--- src/halfedge_twin_matcher_assert.svh ---
// assertion macros shared by the halfedge twin matcher sources
`ifndef HALFEDGE_TWIN_MATCHER_ASSERT_SVH
`define HALFEDGE_TWIN_MATCHER_ASSERT_SVH

// condition must never hold outside reset
`define HETM_NEVER(label, cond, msg) \
  label: assert property (@(posedge clk) disable iff (rst) !(cond)) else $error(msg);

// antecedent in one cycle implies consequent in the same cycle
`define HETM_IMPLIES(label, ante, cons, msg) \
  label: assert property (@(posedge clk) disable iff (rst) (ante) |-> (cons)) else $error(msg);

`endif

--- src/hetm_pkg.sv ---
// ----------------------------------------------------------------------------
// hetm_pkg
// types shared by the halfedge twin matcher front, back and top level
// ----------------------------------------------------------------------------
package hetm_pkg;

  localparam int VERT_W = 16;
  localparam int OUT_IDX_W = 16;
  localparam int KEY_W = 2 * VERT_W;

  // one triangle as handed from front to back
  typedef struct packed {
    logic [2:0][OUT_IDX_W-1:0] hidx;
    logic [2:0][VERT_W-1:0]    vtx;
    logic [2:0]                ovf;
    logic                      start;
  } tri_cmd_t;

  // one edge table entry
  typedef struct packed {
    logic                 valid;
    logic                 paired;
    logic [OUT_IDX_W-1:0] first;
    logic [KEY_W-1:0]     key;
  } edge_word_t;

  // one halfedge record
  typedef struct packed {
    logic                 last;
    logic                 index_overflow;
    logic                 table_full;
    logic                 non_manifold;
    logic                 twin_found;
    logic [OUT_IDX_W-1:0] twin_index;
    logic [OUT_IDX_W-1:0] prev_index;
    logic [OUT_IDX_W-1:0] next_index;
    logic [VERT_W-1:0]    start_vertex;
    logic [OUT_IDX_W-1:0] halfedge_index;
  } he_rec_t;

  typedef enum logic [3:0] {
    ST_SWEEP = 4'b0001,
    ST_IDLE  = 4'b0010,
    ST_LOOK  = 4'b0100,
    ST_CMP   = 4'b1000
  } back_state_t;

endpackage

--- src/hetm_front.sv ---
// ----------------------------------------------------------------------------
// hetm_front
// accepts triangles, assigns halfedge indices, queues them for the back end
// ----------------------------------------------------------------------------
module hetm_front #(
  parameter int INDEX_BITS = 16
) (
  input  logic                clk,
  input  logic                rst,
  input  logic                in_valid,
  output logic                in_ready,
  input  logic [2:0][15:0]    in_vtx,
  input  logic                in_start,
  output logic                q_valid,
  output hetm_pkg::tri_cmd_t  q_cmd,
  input  logic                q_pop
);

`include "halfedge_twin_matcher_assert.svh"

  localparam logic [INDEX_BITS-1:0] IDX_MAX = '1;

  logic [INDEX_BITS-1:0] counter;
  logic [INDEX_BITS-1:0] counter_next;
  logic [INDEX_BITS-1:0] c0, c1, c2;
  hetm_pkg::tri_cmd_t    cmd_in;
  hetm_pkg::tri_cmd_t    qmem [2];
  logic                  wptr, rptr;
  logic [1:0]            qcnt;
  logic                  push;

  function automatic logic [hetm_pkg::OUT_IDX_W-1:0] low_idx(input logic [INDEX_BITS-1:0] v);
    logic [hetm_pkg::OUT_IDX_W+INDEX_BITS-1:0] ext;
    ext = {{hetm_pkg::OUT_IDX_W{1'b0}}, v};
    return ext[hetm_pkg::OUT_IDX_W-1:0];
  endfunction

  // saturating index chain
  always_comb begin
    c0 = in_start ? '0 : counter;
    c1 = (c0 == IDX_MAX) ? c0 : c0 + 1'b1;
    c2 = (c1 == IDX_MAX) ? c1 : c1 + 1'b1;
    counter_next = (c2 == IDX_MAX) ? c2 : c2 + 1'b1;
    cmd_in.hidx[0] = low_idx(c0);
    cmd_in.hidx[1] = low_idx(c1);
    cmd_in.hidx[2] = low_idx(c2);
    cmd_in.ovf = {c2 == IDX_MAX, c1 == IDX_MAX, c0 == IDX_MAX};
    cmd_in.vtx = in_vtx;
    cmd_in.start = in_start;
  end

  assign in_ready = (qcnt != 2'd2);
  assign push = in_valid && in_ready;
  assign q_valid = (qcnt != 2'd0);
  assign q_cmd = qmem[rptr];

  always_ff @(posedge clk) begin
    if (push) begin
      qmem[wptr] <= cmd_in;
    end
    if (rst) begin
      counter <= '0;
      wptr <= 1'b0;
      rptr <= 1'b0;
      qcnt <= 2'd0;
    end else begin
      if (push) begin
        counter <= counter_next;
        wptr <= ~wptr;
      end
      if (q_pop) begin
        rptr <= ~rptr;
      end
      qcnt <= qcnt + {1'b0, push} - {1'b0, q_pop};
    end
  end

  `HETM_NEVER(a_pop_empty, q_pop && !q_valid, "queue popped while empty")
  `HETM_NEVER(a_overfill, qcnt == 2'd3, "queue count out of range")
  `HETM_IMPLIES(a_start_idx, push && in_start, cmd_in.hidx[0] == '0, "start did not restart index")

endmodule

--- config.mk ---
export PLATFORM = sky130hd
export DESIGN_NAME = hetm_front
export DESIGN_NICKNAME = d
export VERILOG_FILES = /design/src/hetm_pkg.sv /design/src/hetm_front.sv
export VERILOG_INCLUDE_DIRS = /design/src /design/src/src
export SDC_FILE = /design/constraint.sdc
export NUM_CORES = 1
export LEC_CHECK = 0
export BUFFER_PORTS_ARGS = -buffer_cell sky130_fd_sc_hd__buf_4
export CAP_MARGIN = 30
export CORE_UTILIZATION = 61
export CTS_CLUSTER_SIZE = 20
export DETAILED_ROUTE_END_ITERATION = 7
export PLACE_DENSITY_LB_ADDON = 0.1
export SYNTH_ARGS = -nofsm -noshare
export SYNTH_HDL_FRONTEND = slang
export SYNTH_SLANG_ARGS = --single-unit
--- constraint.sdc ---
create_clock -name clk -period 19.9 [get_ports clk]
set_clock_uncertainty 0.15 [all_clocks]
set_input_delay 3.98 -clock clk [delete_from_list [all_inputs] [get_ports clk]]
set_output_delay 3.98 -clock clk [all_outputs]
set_load 0.01 [all_outputs]
; ---- Word level (Yosys, flattened, before mapping)
; Memory sizes are Yosys's and may differ from the RTL's. A register that Yosys moved wholly into a read port is not among the register bits.
; Index checks and enable logic that the tools add are counted.
[totals]
mem_bits_rw = 200
mem_bits_ro = 0
regBits = 20
latch_bits = 0
mem_count = 1
out_inout_bits = 102
[op_classes]
multipliers = 0
n_shift = 0
n_eq_ne = 4
order_cmp = 0
n_div = 0
addsub = 5
muxes = 8
n_bitwise = 2
n_reduce_logical = 2
[mem_list]
columns = name, words, word_bits, rd, rd_clocked_by_memory_dff, write_ports, line
row1 = qmem, 2, 100, 1, 1, 1, hetm_front.sv:27  ; hetm_pkg::tri_cmd_t qmem [2];
[ops]
columns = cell, count
row1 = two-way mux 16 bit, 4
row2 = "adder 16 x 1 -> 16 bit, second input constant", 3
row3 = "equality test 16 bit, second input constant", 3
row4 = two-way mux 1 bit, 4
row5 = adder 2 x 1 -> 2 bit, 1
row6 = "!= test 2 bit, second input constant", 1
row7 = inverter 1 bit, 2
row8 = nonzero test 2 bit, 1
row9 = subtractor 2 x 1 -> 2 bit, 1
row10 = logical AND 1 bit, 1

; ---- Longest topological paths before layout
; Gate-level depths: netlist of run 1.
[depth]
depth_word = 7
depth_mapped = 25
ltp_nobuf = 19

; ---- Least setup slack after synthesis of run 1
; OpenSTA, ideal clock, no wires.
[synth_timing]
path_type = input-to-reg
startpoint = input port in_valid
endpoint = memory qmem[0][0] in the netlist's numbering, enable pin
setup_time_ps = 560
arrival_time_ps = 8808
n_path_buf = 2
path_stages = 5
setup_slack_ps = 10382
path_cell_list = and2_1 clkbuf_1 inv_1 buf_1 nor2_1
[synth_via]
elab_chain_cells = 3
[synth_lines]
columns = item, line
row1 = from (decl), hetm_front.sv:10  ; input logic in_valid,
row2 = logical AND 1 bit, hetm_front.sv:53  ; assign push = in_valid && in_ready;
row3 = two-way mux 1 bit, hetm_front.sv:58  ; if (push) begin
row4 = two-way mux 1 bit (not written as such), hetm_front.sv:59  ; qmem[wptr] <= cmd_in;
row5 = to (decl), hetm_front.sv:27
; Every way passes these cells.

==> run_summary.xml, run 1 <==
<?xml version="1.0" encoding="UTF-8"?>
<metrics>
  <group name="routing">
    <metric name="antenna_violating_nets_post_route" unit="">0</metric>
    <metric name="first_pass_iters" unit="">5</metric>
    <metric name="via_count" unit="">6107</metric>
    <metric name="via_per_inst" unit="">6.005</metric>
    <metric name="route.detailed.wl_per_inst" unit="um">21.56</metric>
    <metric name="wl" unit="um">21930</metric>
    <metric name="detail_route.iter0.violations" unit="">462</metric>
    <metric name="remaining_drc_errors" unit="">0</metric>
  </group>
  <group name="synthesis">
    <metric name="synthesis.nets" unit="">693</metric>
    <metric name="synth-warning-count" unit="">0</metric>
    <metric name="number_of_flops_mapped_to_enable_cells_by_yosys" unit="">200</metric>
    <metric name="fraction_of_post_synthesis_cell_area_in_the_top_cell_type_by_area" unit="%">61.49</metric>
    <metric name="syn_area" unit="um^2">9767</metric>
    <metric name="synth_most_common_cell" unit="">edfxtp_1</metric>
    <metric name="ys_top_cells_by_count" unit="">edfxtp_1 (200), mux2_2 (103), nor2_1 (30), nand2_1 (25), dfxtp_1 (21)</metric>
    <metric name="synth_sequential_area_ratio" unit="%">65.80</metric>
    <metric name="top_ff_cell_synth" unit="">edfxtp_1</metric>
    <metric name="synth-seq-cells" unit="">221</metric>
    <metric name="netlist_instances" unit="">635</metric>
    <metric name="yosys-top-cells-area" unit="">edfxtp_1 (61%), mux2_2 (12%), dfxtp_1 (4.3%)</metric>
    <metric name="synth_largest_area_cell" unit="">edfxtp_1</metric>
    <metric name="synth_async_sr_flop_share" unit="%">0</metric>
    <metric name="syn_avg_cell_area" unit="um^2">15.38</metric>
    <metric name="synthDistinctLibCells" unit="">81</metric>
  </group>
  <group name="clocking">
    <metric name="clk_pin_slew" unit="ns">0.06</metric>
    <metric name="post_cts.repair.setup_buffers" unit="">0</metric>
    <metric name="cts.sinks" unit="">221</metric>
    <metric name="holdBufCountCts" unit="">0</metric>
    <metric name="cts_resized" unit="">0</metric>
    <metric name="max-clock-path-buffers" unit="">3</metric>
    <metric name="cts_tree" unit="">done</metric>
    <metric name="cts-buffers-inserted" unit="">22</metric>
    <metric name="cts_h_tree_depth" unit="">1</metric>
    <metric name="worst_skew_pair.late_latency" unit="ns">0.50</metric>
    <metric name="clock_root_buffer" unit="">clkbuf_16</metric>
  </group>
  <group name="floorplan">
    <metric name="die-height" unit="um">128.5</metric>
    <metric name="i_o_pin_total" unit="">155</metric>
    <metric name="number_of_core_rows" unit="">45</metric>
    <metric name="core_area" unit="um^2">15430</metric>
    <metric name="fp.dieW" unit="um">128.5</metric>
    <metric name="die_area" unit="um^2">16520</metric>
    <metric name="floorplan.initialDensity" unit="%">63.31</metric>
  </group>
  <group name="worst_setup_path">
    <metric name="slowest_stage" unit="">nor3_2</metric>
    <metric name="critPathLaunchType" unit="">primary input</metric>
    <metric name="r2r_cells" unit="">19</metric>
    <metric name="timing.critical_path.depth" unit="">20</metric>
    <metric name="slowest_delay" unit="ns">0.77</metric>
    <metric name="cp_top_delay_family" unit="">simple AND/OR/NAND/NOR gates</metric>
    <metric name="r2r-end" unit="">counter[8]</metric>
    <metric name="regToRegStartpoint" unit="">counter[0]</metric>
    <metric name="critical_path.endpoint_type" unit="">register</metric>
    <metric name="critPathMaxFanout" unit="">28</metric>
    <metric name="required" unit="ns">20.14</metric>
    <metric name="critPathArrivalTime" unit="ns">10.04</metric>
    <metric name="worstSetupPathType" unit="">in -&gt; reg</metric>
    <metric name="setup.reg_to_reg.worst_slack" unit="ns">13.33</metric>
    <metric name="worst_path_most_repeated_cell" unit="">ha_1</metric>
    <metric name="crit_path_cell_trace" unit="">buf_4 &gt; nor2b_1 &gt; ha_1 &gt; and4b_1 &gt; nand2_2 &gt; nor3_4 &gt; xor2_1 &gt; inv_1 &gt; ha_1 &gt; and4_1 &gt; and3_4 &gt; nand2_4 &gt; xnor2_1 &gt; ha_1 &gt; inv_1 &gt; a211oi_1 &gt; nand4_2 &gt; nor3_2 &gt; nor3_2 &gt; a2111oi_2</metric>
    <metric name="crit_buf_inv" unit="">3</metric>
  </group>
  <group name="global_route">
    <metric name="first_global_vias" unit="">5930</metric>
    <metric name="groute.layer.met1.usage" unit="%">34.88</metric>
    <metric name="grt_pass1_wl" unit="um">32830</metric>
    <metric name="met2_usage" unit="%">45.31</metric>
    <metric name="grt.overflow.total" unit="">0</metric>
    <metric name="grt_busiest_layer" unit="">met2</metric>
    <metric name="grtUsageTotal" unit="%">26.43</metric>
    <metric name="antenna_found_initial" unit="">0</metric>
    <metric name="grt_start_max_net_pins" unit="">75</metric>
    <metric name="use_met3" unit="%">5.156</metric>
  </group>
  <group name="timing">
    <metric name="max_clock_freq" unit="MHz">102.1</metric>
    <metric name="timing.final.setup_violations" unit="">0</metric>
    <metric name="timing.final.max_slew_violations" unit="">0</metric>
    <metric name="unrepaired_setup_endpoints_after_global_routing" unit="">false</metric>
    <metric name="report.final.hold_viol_count" unit="">0</metric>
    <metric name="layout_worst_path_cycle_share" unit="%">49.23</metric>
    <metric name="maxSlewHeadroom" unit="%">41.56</metric>
    <metric name="timing.setup.tns" unit="ns">0</metric>
    <metric name="worst-slew-pin-transition" unit="ns">0.8725</metric>
    <metric name="timing.final.crit_period" unit="ns">9.798</metric>
  </group>
  <group name="placement">
    <metric name="hpwlAfterDp" unit="um">15030</metric>
    <metric name="placedCellCount" unit="">977</metric>
    <metric name="io_buffer_count" unit="">154</metric>
    <metric name="routabilityCongestion" unit="">0.9173</metric>
  </group>
  <group name="power_and_ir_drop">
    <metric name="p_int" unit="W">0.0009594</metric>
    <metric name="pwr_density" unit="nW/um^2">110.3</metric>
    <metric name="ir_worst_vdd" unit="uV">133.5</metric>
    <metric name="power.sequential.fraction" unit="%">48.1</metric>
    <metric name="clock_power_share" unit="%">30.6</metric>
    <metric name="power.combinational.fraction" unit="%">21.3</metric>
    <metric name="p_leak" unit="nW">4.410</metric>
    <metric name="power.switching" unit="W">0.0003444</metric>
    <metric name="sw_frac_of_total" unit="%">26.41</metric>
  </group>
  <group name="finish">
    <metric name="n_antenna_cell" unit="">0</metric>
    <metric name="layout_overhead_on_the_synthesized_area" unit="%">21.05</metric>
    <metric name="finish.cell_count_without_fillers" unit="">1017</metric>
    <metric name="layout.nets" unit="">848</metric>
    <metric name="drive_gt1_share" unit="%">42.18</metric>
  </group>
  <group name="hold_path">
    <metric name="hp-start" unit="">rptr</metric>
    <metric name="worstHoldEndpoint" unit="">rptr</metric>
    <metric name="min_path_cells" unit="">2</metric>
    <metric name="timing.hold.worst.class" unit="">reg -&gt; reg</metric>
  </group>
  <group name="job">
    <metric name="timing.max_cap.violations" unit="">0</metric>
  </group>
  <group name="status">
    <metric name="run_status" unit="">finished clean</metric>
  </group>
</metrics>
-- per-stage QoR --
step	instance area (um^2)	hold WS, ns	setup slack [ns]	utilization, %	total power (W)
global route	11820	0.3915	9.672	76.63	0.001349
detailed placement	11130	0.3601	9.723	72.12	0.0009125
finish	11820	0.3770	10.10	76.63	0.001304
CTS	11820	0.3745	10.18	76.63	0.001310
floorplan	9767	0.3168	10.38	-	0.0007900
global placement	11100	0.3475	10.03	71.94	0.0009006
-- per-layer routing --
metal | vias to the layer above | wire length [um]
met4 | 0 | 320
met2 | 239 | 11170
li1 | 2785 | -
met5 | - | 0
met3 | 32 | 1536
met1 | 3051 | 8898
-- layout by cell type, fill, tap and decap left out, types with 5 or more instances in the layout --
master | netlist | final
a211oi_1 | 7 | 7
a21oi_1 | 10 | 10
a31oi_1 | 11 | 11
and3_1 | 6 | 5
buf_4 | 3 | 158
clkbuf_1 | 19 | 7
clkbuf_16 | 0 | 23
clkinv_1 | 0 | 6
dfxtp_1 | 21 | 20
edfxtp_1 | 200 | 200
ha_1 | 5 | 5
inv_1 | 15 | 15
mux2_2 | 103 | 103
nand2_1 | 25 | 25
nand2b_1 | 7 | 7
nand3_1 | 19 | 19
nor2_1 | 30 | 29
nor2b_1 | 14 | 14
nor3_1 | 7 | 7
o21ai_0 | 6 | 6
xnor2_1 | 10 | 10
xor2_1 | 7 | 7
-- state kept, by name (all words and copies together), names as in the netlist, named ones only --
name and cells:
counter 16, rptr 1, qmem 200, qcnt 2
wptr 1
-- cell families (layout without fill, tap and decap cells) --
logic type | after synthesis | after routing | synth area share, %
compound gates | 78 | 78 | 6.700
xor+xnor | 19 | 19 | 1.858
fa+ha+maj | 5 | 5 | 0.6405
buf+inv | 45 | 216 | 2.037
flops | 221 | 221 | 65.80
mux | 107 | 107 | 12.45
simple gates | 160 | 160 | 10.52
-- power by group through the flow --
stage / registers, W / clock network, W / logic [W]
finish: 0.000627 / 0.000399 / 0.000278
global route: 0.000633 / 0.000420 / 0.000296
CTS: 0.000627 / 0.000403 / 0.000280
detailed placement: 0.000636 / 0 / 0.000276
global placement: 0.000631 / 0 / 0.000270
floorplan: 0.000631 / 0 / 0.000158
-- tightest hold or removal path: cells and delay by family (launching register included) --
kind	cells	cell delay [ns]
flops	1	0.33
xor+xnor	1	0.09
simple gates	1	0.08
-- how the worst max path moves through the flow --
stage	from	to	slack, ns
after floorplan	in_valid	qmem[0][0]	10.38
after global placement	in_start	counter[8]	10.03
after detailed placement	in_start	counter[8]	9.72
after CTS	in_start	counter[8]	10.18
after global routing	in_start	counter[8]	9.67
final	in_start	counter[8]	10.10
-- area by class of cell --
| class | count | area [um^2] |
|---|---|---|
| clock buffer | 30 | 601.8 |
| clock inverter | 10 | 95.09 |
| multi-input combinational | 369 | 3154 |
| inverter | 17 | 63.81 |
| tap | 211 | 264.0 |
| fill | 950 | 3605 |
| timing repair buffer | 159 | 1214 |
| sequential | 221 | 6430 |
Note: power is estimated with default switching activity, not from simulation.
==> inputs of run 2 (changes only) <==
--- a/config.mk
+++ b/config.mk
@@ -8,7 +8,7 @@
 export LEC_CHECK = 0
 export BUFFER_PORTS_ARGS = -buffer_cell sky130_fd_sc_hd__buf_4
 export CAP_MARGIN = 30
-export CORE_UTILIZATION = 61
+export CORE_UTILIZATION = 57
 export CTS_CLUSTER_SIZE = 20
 export DETAILED_ROUTE_END_ITERATION = 7
 export PLACE_DENSITY_LB_ADDON = 0.1
==> constraint.sdc (replaced) <==
create_clock -name clk -period 9.9 [get_ports clk]
set_clock_uncertainty 0.15 [all_clocks]
set_input_delay 1.98 -clock clk [delete_from_list [all_inputs] [get_ports clk]]
set_output_delay 1.98 -clock clk [all_outputs]
set_load 0.01 [all_outputs]
==> run 2 against run 1 <==
- worst hold slack worse by 0.011 ns
- sequential cell count did not move
- combinational power is 97% higher
- die area rose by 6.9%
- worst setup slack lost 7.9 ns
==> run_summary.xml, run 2 (synthesized netlist as in run 1, its figures left out) <==
<?xml version="1.0" encoding="UTF-8"?>
<metrics>
  <group name="power_and_ir_drop">
    <metric name="clock_power_share" unit="%">32.3</metric>
    <metric name="power.combinational.fraction" unit="%">20.5</metric>
    <metric name="ir_worst_vdd" unit="uV">208.6</metric>
    <metric name="p_leak" unit="nW">4.437</metric>
    <metric name="sw_frac_of_total" unit="%">25.88</metric>
    <metric name="pwr_density" unit="nW/um^2">225.3</metric>
    <metric name="power.sequential.fraction" unit="%">47.2</metric>
    <metric name="power.switching" unit="W">0.0006927</metric>
    <metric name="p_int" unit="W">0.001984</metric>
  </group>
  <group name="clocking">
    <metric name="cts-buffers-inserted" unit="">23</metric>
    <metric name="cts_h_tree_depth" unit="">1</metric>
    <metric name="worst_skew_pair.late_latency" unit="ns">0.50</metric>
    <metric name="clock_root_buffer" unit="">clkbuf_16</metric>
    <metric name="post_cts.repair.setup_buffers" unit="">0</metric>
    <metric name="cts_tree" unit="">done</metric>
    <metric name="cts.sinks" unit="">221</metric>
    <metric name="clk_pin_slew" unit="ns">0.06</metric>
    <metric name="holdBufCountCts" unit="">0</metric>
    <metric name="cts_resized" unit="">0</metric>
    <metric name="max-clock-path-buffers" unit="">3</metric>
  </group>
  <group name="global_route">
    <metric name="use_met3" unit="%">3.372</metric>
    <metric name="antenna_found_initial" unit="">0</metric>
    <metric name="grt_start_max_net_pins" unit="">65</metric>
    <metric name="met2_usage" unit="%">41.77</metric>
    <metric name="grt_busiest_layer" unit="">met2</metric>
    <metric name="grt.overflow.total" unit="">0</metric>
    <metric name="grt_pass1_wl" unit="um">32750</metric>
    <metric name="groute.layer.met1.usage" unit="%">32.02</metric>
    <metric name="first_global_vias" unit="">5982</metric>
    <metric name="grtUsageTotal" unit="%">24.04</metric>
  </group>
  <group name="timing">
    <metric name="timing.final.crit_period" unit="ns">7.696</metric>
    <metric name="max_clock_freq" unit="MHz">129.9</metric>
    <metric name="maxSlewHeadroom" unit="%">40.64</metric>
    <metric name="unrepaired_setup_endpoints_after_global_routing" unit="">false</metric>
    <metric name="timing.setup.tns" unit="ns">0</metric>
    <metric name="worst-slew-pin-transition" unit="ns">0.8904</metric>
    <metric name="timing.final.setup_violations" unit="">0</metric>
    <metric name="hold_ws" unit="ns">0.3665</metric>
    <metric name="report.final.hold_viol_count" unit="">0</metric>
    <metric name="timing.final.max_slew_violations" unit="">0</metric>
    <metric name="layout_worst_path_cycle_share" unit="%">77.73</metric>
    <metric name="final_critical_path_setup_slack" unit="ns">2.204</metric>
  </group>
  <group name="routing">
    <metric name="detail_route.iter0.violations" unit="">488</metric>
    <metric name="via_per_inst" unit="">5.792</metric>
    <metric name="wl" unit="um">21100</metric>
    <metric name="via_count" unit="">5937</metric>
    <metric name="remaining_drc_errors" unit="">0</metric>
    <metric name="antenna_violating_nets_post_route" unit="">0</metric>
    <metric name="route.detailed.wl_per_inst" unit="um">20.58</metric>
    <metric name="first_pass_iters" unit="">5</metric>
  </group>
  <group name="floorplan">
    <metric name="i_o_pin_total" unit="">155</metric>
    <metric name="number_of_core_rows" unit="">47</metric>
    <metric name="fp.dieW" unit="um">132.9</metric>
    <metric name="die-height" unit="um">132.9</metric>
    <metric name="floorplan.initialDensity" unit="%">58.69</metric>
    <metric name="die_area" unit="um^2">17660</metric>
    <metric name="core_area" unit="um^2">16640</metric>
  </group>
  <group name="worst_setup_path">
    <metric name="required" unit="ns">10.15</metric>
    <metric name="worstSetupPathType" unit="">in -&gt; reg</metric>
    <metric name="critPathLaunchType" unit="">primary input</metric>
    <metric name="critPathArrivalTime" unit="ns">7.94</metric>
    <metric name="critical_path.endpoint_type" unit="">register</metric>
    <metric name="critPathMaxFanout" unit="">28</metric>
  </group>
  <group name="status">
    <metric name="run_status" unit="">finished clean</metric>
  </group>
  <group name="placement">
    <metric name="placedCellCount" unit="">985</metric>
    <metric name="dp_worst_setup_slack" unit="ns">1.867</metric>
    <metric name="hpwlAfterDp" unit="um">14300</metric>
    <metric name="io_buffer_count" unit="">154</metric>
    <metric name="routabilityCongestion" unit="">0.8931</metric>
  </group>
  <group name="finish">
    <metric name="reg.largest.list" unit="">qmem: 200 flops, counter: 16 flops, qcnt: 2 flops</metric>
    <metric name="layout_overhead_on_the_synthesized_area" unit="%">21.64</metric>
    <metric name="drive_gt1_share" unit="%">42.86</metric>
    <metric name="fill_count" unit="">1137</metric>
    <metric name="finish.cell_count_without_fillers" unit="">1025</metric>
    <metric name="largest_reg_flops" unit="">200</metric>
    <metric name="max_flop_register" unit="">qmem</metric>
    <metric name="most_frequent_cells_in_the_layout" unit="">edfxtp_1 (200), buf_4 (157), mux2_2 (103)</metric>
    <metric name="layout.nets" unit="">848</metric>
    <metric name="n_antenna_cell" unit="">0</metric>
    <metric name="multi_input_comb_area" unit="um^2">3154</metric>
    <metric name="regArea" unit="um^2">6430</metric>
    <metric name="final_common_cell" unit="">edfxtp_1</metric>
  </group>
  <group name="job">
    <metric name="timing.max_cap.violations" unit="">0</metric>
  </group>
  <group name="hold_path">
    <metric name="timing.hold.worst.class" unit="">reg -&gt; reg</metric>
  </group>
</metrics>
==> run 2: changes by cell type in the layout (fill, tap and decap cells not counted), sizes merged <==
cell | previous run | this run
clkbuf | 30 | 28
inv | 17 | 18
bufinv | 2 | 4
clkinv | 7 | 6
buf | 159 | 158
==> run 2: final timing paths <==
check / startpoint / endpoint / slack (ns) / depth (start not counted)
setup / recovery: in_start / counter[15] / 2.20 / 20
hold / removal: rptr / register / 0.37 / 2
setup reg to reg: counter[0] / counter[15] / 3.39 / 19
hold reg to reg: rptr / register / 0.37 / 2
==> run 2: worst max-delay path: stages <==
cell and delay, ns:
buf_4 0.20, nor2b_1 0.39, ha_1 0.36, and4b_1 0.40
nand2_2 0.14, nor3_4 0.34, xor2_1 0.21, inv_1 0.15
ha_1 0.34, and4_1 0.48, and3_4 0.28, nand2_4 0.09
xnor2_1 0.39, ha_1 0.26, inv_1 0.08, a211oi_1 0.27
nand4_2 0.32, nor3_2 0.75, nor2_1 0.20, a211oi_1 0.29
==> run 2: final cells by class <==
type | instances | share of cell area, %
Multi-Input combinational cell | 369 | 26.55
Clock buffer | 28 | 5.003
Tap cell | 220 | 2.317
Inverter | 17 | 0.5371
Sequential cell | 221 | 54.12
Clock inverter | 12 | 1.380
Timing Repair Buffer | 158 | 10.09
==> run 2: power by group through the flow <==
stage | clock [W] | combinational [W] | sequential [W]
2_1_floorplan | 0 | 0.000319 | 0.00127
3_3_place_gp | 0 | 0.000534 | 0.00127
3_5_place_dp | 0 | 0.000550 | 0.00128
4_1_cts | 0.000880 | 0.000554 | 0.00127
5_1_grt | 0.000911 | 0.000589 | 0.00128
6_report | 0.000864 | 0.000548 | 0.00126
==> run 2: layer usage <==
metal,wire (um),vias up
li1,-,2771
met1,8898,2942
met2,10850,206
met3,1143,18
met4,208,0
met5,0,-
==> run 2: stage by stage <==
stage                     cell area (um^2)  util, %  power, W
after global placement               11100    66.71  0.001807
after CTS                            11880    71.39  0.002699
after floorplan                       9767        -  0.001588
after global routing                 11880    71.39  0.002779
after detailed placement             11120    66.83  0.001834
final                                11880    71.39  0.002676
